`config.mk`:
```
export PLATFORM = sky130hd
export DESIGN_NAME = modbus_rtu_frame_builder
export DESIGN_NICKNAME = d
export VERILOG_FILES = /design/src/hw/rtl/mbrtu_pkg.sv /design/src/hw/rtl/mbrtu_crc_byte.sv /design/src/hw/rtl/modbus_rtu_frame_builder.sv
export SDC_FILE = /design/constraint.sdc
export NUM_CORES = 1
export LEC_CHECK = 0
export BUFFER_PORTS_ARGS = -buffer_cell sky130_fd_sc_hd__buf_4
export CORE_MARGIN = 2
export CORE_UTILIZATION = 55
export DETAILED_ROUTE_END_ITERATION = 10
export PLACE_DENSITY_LB_ADDON = 0.12
export SYNTH_ARGS = -nofsm -noshare
export SYNTH_HDL_FRONTEND = slang
export SYNTH_SLANG_ARGS = --single-unit
```
`constraint.sdc`:
```
create_clock -name clk -period 4.7 [get_ports clk]
set_clock_uncertainty 0.2 [all_clocks]
set_input_delay 0.47 -clock clk [delete_from_list [all_inputs] [get_ports clk]]
set_output_delay 0.47 -clock clk [all_outputs]
set_load 0.01 [all_outputs]
```
`src/hw/rtl/mbrtu_pkg.sv`:
```
// ----------------------------------------------------------------------------
// mbrtu_pkg
// Shared types and constants for the Modbus RTU frame builder.
// ----------------------------------------------------------------------------
`default_nettype none

package mbrtu_pkg;

  typedef logic [7:0]  byte_t;
  typedef logic [15:0] crc_t;

  localparam int unsigned NUM_SLOTS = 8;
  localparam int unsigned SLOT_W    = $clog2(NUM_SLOTS);

  typedef logic [NUM_SLOTS-1:0] slot_mask_t;
  typedef logic [SLOT_W-1:0]    slot_idx_t;

  localparam crc_t CRC_INIT = 16'hFFFF;
  localparam crc_t CRC_POLY = 16'hA001;
  localparam crc_t CRC_LSB  = 16'h0001;

  // Byte positions within the work of one input word, in sending order.
  localparam slot_idx_t SLOT_SID     = 3'd0;
  localparam slot_idx_t SLOT_FC      = 3'd1;
  localparam slot_idx_t SLOT_ADDR_HI = 3'd2;
  localparam slot_idx_t SLOT_ADDR_LO = 3'd3;
  localparam slot_idx_t SLOT_VAL_HI  = 3'd4;
  localparam slot_idx_t SLOT_VAL_LO  = 3'd5;
  localparam slot_idx_t SLOT_CRC_LO  = 3'd6;
  localparam slot_idx_t SLOT_CRC_HI  = 3'd7;

endpackage : mbrtu_pkg

`default_nettype wire

```
`src/hw/rtl/mbrtu_crc_byte.sv`:
```
// ----------------------------------------------------------------------------
// mbrtu_crc_byte
// Folds one byte into a CRC-16/Modbus value (reflected, LSB first).
// ----------------------------------------------------------------------------
`default_nettype none

module mbrtu_crc_byte (
  input  wire mbrtu_pkg::crc_t  crc_in,
  input  wire mbrtu_pkg::byte_t data,
  output mbrtu_pkg::crc_t       crc_out
);
  import mbrtu_pkg::*;

  always_comb begin
    crc_t c;
    c = crc_in ^ {8'h00, data};
    for (int k = 0; k < 8; k++) begin
      if ((c & CRC_LSB) != '0) begin
        c = (c >> 1) ^ CRC_POLY;
      end else begin
        c = c >> 1;
      end
    end
    crc_out = c;
  end

endmodule : mbrtu_crc_byte

`default_nettype wire

```
`src/hw/rtl/modbus_rtu_frame_builder.sv`:
```
// ----------------------------------------------------------------------------
// modbus_rtu_frame_builder
// Serializes Modbus RTU style frames with a trailing CRC-16/Modbus.
// ----------------------------------------------------------------------------
// Each accepted input word is latched into an item register together with a
// mask of the bytes it produces (header on the first word of a frame, two
// value bytes when has_value is set, two CRC bytes when end_of_frame is set).
// One byte per cycle, while the output register is empty or being accepted,
// moves from the item register into the output register, and the CRC is
// folded in as each header or value byte is loaded, so the CRC bytes are
// ready when their turn comes. The next word is taken in the same cycle the
// current word's last byte is loaded, so words flow back to back while the
// output accepts a byte every cycle. A word that emits nothing is absorbed
// without output. out_final_byte marks the CRC high byte that closes a frame.
// ----------------------------------------------------------------------------
`default_nettype none

module modbus_rtu_frame_builder (
  input  wire logic             clk,
  input  wire logic             rst_n,
  input  wire logic             in_valid,
  output      logic             in_ready,
  input  wire mbrtu_pkg::byte_t in_slave_id,
  input  wire mbrtu_pkg::byte_t in_function_code,
  input  wire logic [15:0]      in_start_address,
  input  wire logic [15:0]      in_reg_value,
  input  wire logic             in_has_value,
  input  wire logic             in_end_of_frame,
  output      logic             out_valid,
  input  wire logic             out_ready,
  output mbrtu_pkg::byte_t      out_frame_byte,
  output      logic             out_final_byte
);
  import mbrtu_pkg::*;

  // Item register.
  slot_mask_t  mask_r, mask_nxt;
  byte_t       sid_r, fc_r;
  logic [15:0] addr_r, val_r;

  // Frame state.
  crc_t        crc_r, crc_nxt;
  logic        inside_r, inside_nxt;

  // Output register.
  logic        out_valid_r, out_valid_nxt;
  byte_t       out_byte_r;
  logic        out_final_r;

  slot_idx_t   slot;
  slot_mask_t  slot_bit;
  slot_mask_t  mask_rem;
  byte_t       byte_sel;
  crc_t        crc_upd;
  logic        load;
  logic        accept;
  slot_mask_t  new_mask;

  // Lowest pending byte position goes out first.
  always_comb begin
    slot = '0;
    for (int i = NUM_SLOTS - 1; i >= 0; i--) begin
      if (mask_r[i]) begin
        slot = slot_idx_t'(i);
      end
    end
  end

  assign slot_bit = slot_mask_t'(1) << slot;

  always_comb begin
    unique case (slot)
      SLOT_SID:     byte_sel = sid_r;
      SLOT_FC:      byte_sel = fc_r;
      SLOT_ADDR_HI: byte_sel = addr_r[15:8];
      SLOT_ADDR_LO: byte_sel = addr_r[7:0];
      SLOT_VAL_HI:  byte_sel = val_r[15:8];
      SLOT_VAL_LO:  byte_sel = val_r[7:0];
      SLOT_CRC_LO:  byte_sel = crc_r[7:0];
      SLOT_CRC_HI:  byte_sel = crc_r[15:8];
      default:      byte_sel = '0;
    endcase
  end

  mbrtu_crc_byte u_crc (
    .crc_in  (crc_r),
    .data    (byte_sel),
    .crc_out (crc_upd)
  );

  assign load     = (mask_r != '0) && (!out_valid_r || out_ready);
  assign mask_rem = load ? (mask_r & ~slot_bit) : mask_r;
  assign in_ready = (mask_rem == '0);
  assign accept   = in_valid && in_ready;

  assign new_mask = {in_end_of_frame, in_end_of_frame, in_has_value, in_has_value,
                     {4{!inside_r}}};

  always_comb begin
    mask_nxt      = accept ? new_mask : mask_rem;
    inside_nxt    = accept ? !in_end_of_frame : inside_r;
    crc_nxt       = crc_r;
    out_valid_nxt = out_valid_r && !out_ready;
    if (load) begin
      out_valid_nxt = 1'b1;
      if (slot == SLOT_CRC_HI) begin
        crc_nxt = CRC_INIT;
      end else if (slot != SLOT_CRC_LO) begin
        crc_nxt = crc_upd;
      end
    end
  end

  always_ff @(posedge clk) begin
    if (!rst_n) begin
      mask_r      <= '0;
      inside_r    <= 1'b0;
      crc_r       <= CRC_INIT;
      out_valid_r <= 1'b0;
    end else begin
      mask_r      <= mask_nxt;
      inside_r    <= inside_nxt;
      crc_r       <= crc_nxt;
      out_valid_r <= out_valid_nxt;
    end
  end

  always_ff @(posedge clk) begin
    if (accept) begin
      sid_r  <= in_slave_id;
      fc_r   <= in_function_code;
      addr_r <= in_start_address;
      val_r  <= in_reg_value;
    end
    if (load) begin
      out_byte_r  <= byte_sel;
      out_final_r <= (slot == SLOT_CRC_HI);
    end
  end

  assign out_valid      = out_valid_r;
  assign out_frame_byte = out_byte_r;
  assign out_final_byte = out_final_r;

endmodule : modbus_rtu_frame_builder

`default_nettype wire

```
==> flow_summary_export.csv <==
group,metric,value,unit
status,outcome,"finished, final reports clean",
job,cap_violations,0,
place,gp_congestion,0.859,
critical_path,r2r_cells,10,
sta,hold_viol_final,0,
floorplanning,start_util,56.7,%
clock_network,clk_latency,0.36,ns
drt,wirelength,8550,um
sta,setup_viol,0,
clock_network,cts_tree,"done",
global_routing,gr-total-overflow,0,
logic_synthesis,synth_cell_types,66,
drt,antenna_left,0,
logic_synthesis,synthSimpleGateAreaFrac,11.8,%
clock_network,path_clk_slew,0.09,ns
global_routing,met2_usage,37.0,%
hold_path,min_path_cells,1,
sta,fin_crit_sh,81.3,%
global_routing,grt_pass1_wl,14000,um
floorplanning,coreArea,0.00676,mm^2
logic_synthesis,synth_enable_flop_cells,57,
sta,hold_ws,0.0805,ns
critical_path,worstSetupPathType,"register to register",
logic_synthesis,synth_cells,318,
final_layout,diodes,0,
clock_network,cts_num_sinks,83,
drt,first_iter_violations,169,
clock_network,clk_path_buf_depth,2,
power_and_ir_drop,clkPwrFrac,12.1,%
critical_path,crit_path_frequent_cell,"nand2_1",
clock_network,cts_root_buf,"clkbuf_8",
drt,drc,0,
power_and_ir_drop,p_int,2560,uW
floorplanning,rows,30,
logic_synthesis,synth-adder-area-share,0.261,%
floorplanning,die_w,87.5,um
floorplanning,die_area,0.00765,mm^2
logic_synthesis,synthMuxAreaShare,1.31,%
final_layout,nets,432,
power_and_ir_drop,switchingPower,1750,uW
critical_path,critical_path_peak_fanout,28,
logic_synthesis,synthArstFlopShare,0,%
sta,fin_setup_tns,0,ns
clock_network,numCtsBuffers,9,
floorplanning,dieHeight,87.5,um
global_routing,grt.busiest_layer,"met2",
logic_synthesis,ys_seq_area_share,58.3,%
hold_path,hold_class,"input pin to register",
logic_synthesis,syn_area_per_cell,12.0,um^2
logic_synthesis,syn-num-nets,372,
clock_network,post_cts_resized,0,
final_layout,syn2layout_area_growth,18.8,%
hold_path,hp-start,"in_start_address[14]",
place,io_buffers,64,
sta,final_max_slew_viol_count,0,
logic_synthesis,synth_compound_area_share,19.2,%
global_routing,grtUsageMet1,34.9,%
critical_path,r2r_end,"mask_r[5]",
sta,finalCriticalPeriod,3.82,ns
critical_path,cp_cell_sequence,"inv_1, o211a_1, o21a_1, o41ai_1, nand2_1, nor3_1, and2_2, buf_12, nand2_1, a21boi_0",
logic_synthesis,ys_warn_count,0,
clock_network,post_cts_buffers,0,
sta,max_freq,0.262,GHz
logic_synthesis,synth_ff_type,"edfxtp_1",
logic_synthesis,synthesis.area,0.00383,mm^2
critical_path,startpoint_type,"register",
critical_path,slowest_delay,0.72,ns
final_layout,nFillCells,531,
global_routing,grtUsageMet3,4.45,%
power_and_ir_drop,ir_worst_vdd,0.475,mV
global_routing,grt_pass1_vias,2713,
clock_network,h-tree-depth,3,
logic_synthesis,ys_ff_latch,83,
power_and_ir_drop,powerDensity,947,mW/mm^2
critical_path,r2r_start,"mask_r[2]",
power_and_ir_drop,p_seq_share,29.2,%
logic_synthesis,synth_xor_area_share,6.30,%
drt,wire_per_inst,18.5,um
place,dp.final_hpwl,6260,um
hold_path,hold_end,"addr_r[14]",
drt,dr.pass1.iters,4,
sta,rsz0062_at_grt,"false",
critical_path,critPathRequiredTime,4.78,ns
critical_path,arrival,3.90,ns
global_routing,grtUsageTotal,24.5,%
drt,vias_per_cell,5.92,
global_routing,antenna_found_initial,0,
sta,maxSlewHeadroom,23.5,%
logic_synthesis,synth_top_family_by_area,"compound AO/OA/AOI/OAI gates",
power_and_ir_drop,p_comb_share,58.8,%
global_routing,grt_max_degree,29,
critical_path,critPathCaptureType,"register",
final_layout,final_layout_size_suffix_gt1_share,26.4,%
sta,tightest_slew,1.14,ns
critical_path,crit_slowest_cell,"dfxtp_1",
floorplanning,ios,65,
power_and_ir_drop,swShare,40.6,%
critical_path,ff2ff_setup_slack,0.88,ns
power_and_ir_drop,leakagePower,0.00170,uW
drt,via_count,2740,
clock_network,cts_hold_buf,0,
registers in the layout, indices dropped and copies added (netlist names):
signal          cells
sid_r               8
out_valid           1
inside_r            1
mask_r              8
fc_r                8
addr_r             16
out_frame_byte      8
crc_r              16
val_r              16
out_final_byte      1
layout by cell type (no fill, tap or decap), drive strengths merged, types with 4 or more instances in the layout:
master and n:
a21oi 14, o22ai 6, dfxtp 26, xor2 5
mux2i 5, clkbuf 9, o31ai 4, o21ai 25
a21boi 9, inv 4, nand2b 5, nand3 6
nor2 23, a22oi 4, nand2 28, xnor2 12
edfxtp 57, buf 68, a31oi 4, nor3 8
power by group through the flow:
stage / sequential [uW] / clock (uW) / combinational (uW)
4_1_cts: 1250 / 526 / 2520
5_1_grt: 1280 / 554 / 2750
6_report: 1260 / 520 / 2530
3_5_place_dp: 1270 / 0 / 2510
2_1_floorplan: 1220 / 0 / 2030
3_3_place_gp: 1270 / 0 / 2450
how the worst max path moves through the flow:
stage | slack, ns | cells past startpoint | endpoint | startpoint
finish | 0.88 | 10 | mask_r[5] | mask_r[2]
global route | 0.55 | 10 | mask_r[5] | mask_r[2]
CTS | 0.88 | 10 | mask_r[5] | mask_r[2]
detailed placement | 0.91 | 10 | mask_r[5] | mask_r[2]
global placement | 1.02 | 8 | sid_r[3] | mask_r[3]
floorplan | 0.33 | 12 | mask_r[2] | mask_r[5]
routing by layer:
| layer | vias up | share of wire, % |
|---|---|---|
| met1 | 1321 | 45 |
| met2 | 81 | 48 |
| met5 | - | 0 |
| li1 | 1323 | - |
| met4 | 0 | 1.6 |
| met3 | 15 | 5.3 |
through the flow:
stage | instance area [um^2] | total power, uW | cells | worst slack [ns] | utilization (%)
CTS | 4550 | 4300 | 463 | 0.884 | 67.4
detailed placement | 4350 | 3780 | 447 | 0.909 | 64.4
global placement | 4350 | 3720 | 447 | 1.02 | 64.4
floorplan | 3830 | 3250 | 318 | 0.328 | -
global route | 4550 | 4580 | 463 | 0.551 | 67.4
finish | 4550 | 4310 | 463 | 0.878 | 67.4
logic make-up (layout without fill, tap and decap cells):
| family | Yosys count | after routing |
|---|---|---|
| AO/OA/AOI/OAI | 99 | 99 |
| AND/OR/NAND/NOR | 89 | 89 |
| adder cells (fa/ha/maj) | 1 | 1 |
| multiplexers | 5 | 5 |
| XOR/XNOR | 20 | 20 |
| flip-flops | 83 | 83 |
| buffers and inverters | 21 | 86 |
cells in the mapped netlist (3+ instances only):
master | instances | area (um^2)
edfxtp_1 | 57 | 1710
nand2_1 | 28 | 105
dfxtp_1 | 26 | 521
nor2_1 | 22 | 82.6
o21ai_0 | 19 | 95.1
a21oi_1 | 13 | 65.1
a21boi_0 | 9 | 67.6
xnor2_1 | 9 | 78.8
nor3_1 | 8 | 40.0
clkbuf_1 | 7 | 26.3
buf_2 | 6 | 30.0
nand3_1 | 6 | 30.0
o21ai_1 | 6 | 30.0
o22ai_1 | 6 | 37.5
mux2i_1 | 5 | 50.1
nand2b_1 | 5 | 31.3
xor2_1 | 5 | 43.8
a22oi_1 | 4 | 30.0
a31oi_1 | 4 | 25.0
o31ai_1 | 4 | 30.0
a21o_1 | 3 | 22.5
o22a_1 | 3 | 26.3
xnor2_2 | 3 | 48.8
area by class of cell:
type / count / area [um^2] / area share (%)
multi-input combinational: 214 / 1490 / 32.7
clock buffer: 9 / 124 / 2.72
timing repair buffer: 68 / 523 / 11.5
sequential: 83 / 2230 / 49.0
inverter: 2 / 7.51 / 0.165
tap: 80 / 100 / 2.20
clock inverter: 7 / 76.3 / 1.68
worst max-delay path: cells and delay by family, from the launching register on:
kind,cells,cell delay [ns]
AOI/OAI and AO/OA,4,1.30
buffers and inverters,2,0.44
DFF,1,0.72
and+or+nand+nor,4,1.06
Note: power is estimated with default switching activity, not from simulation.
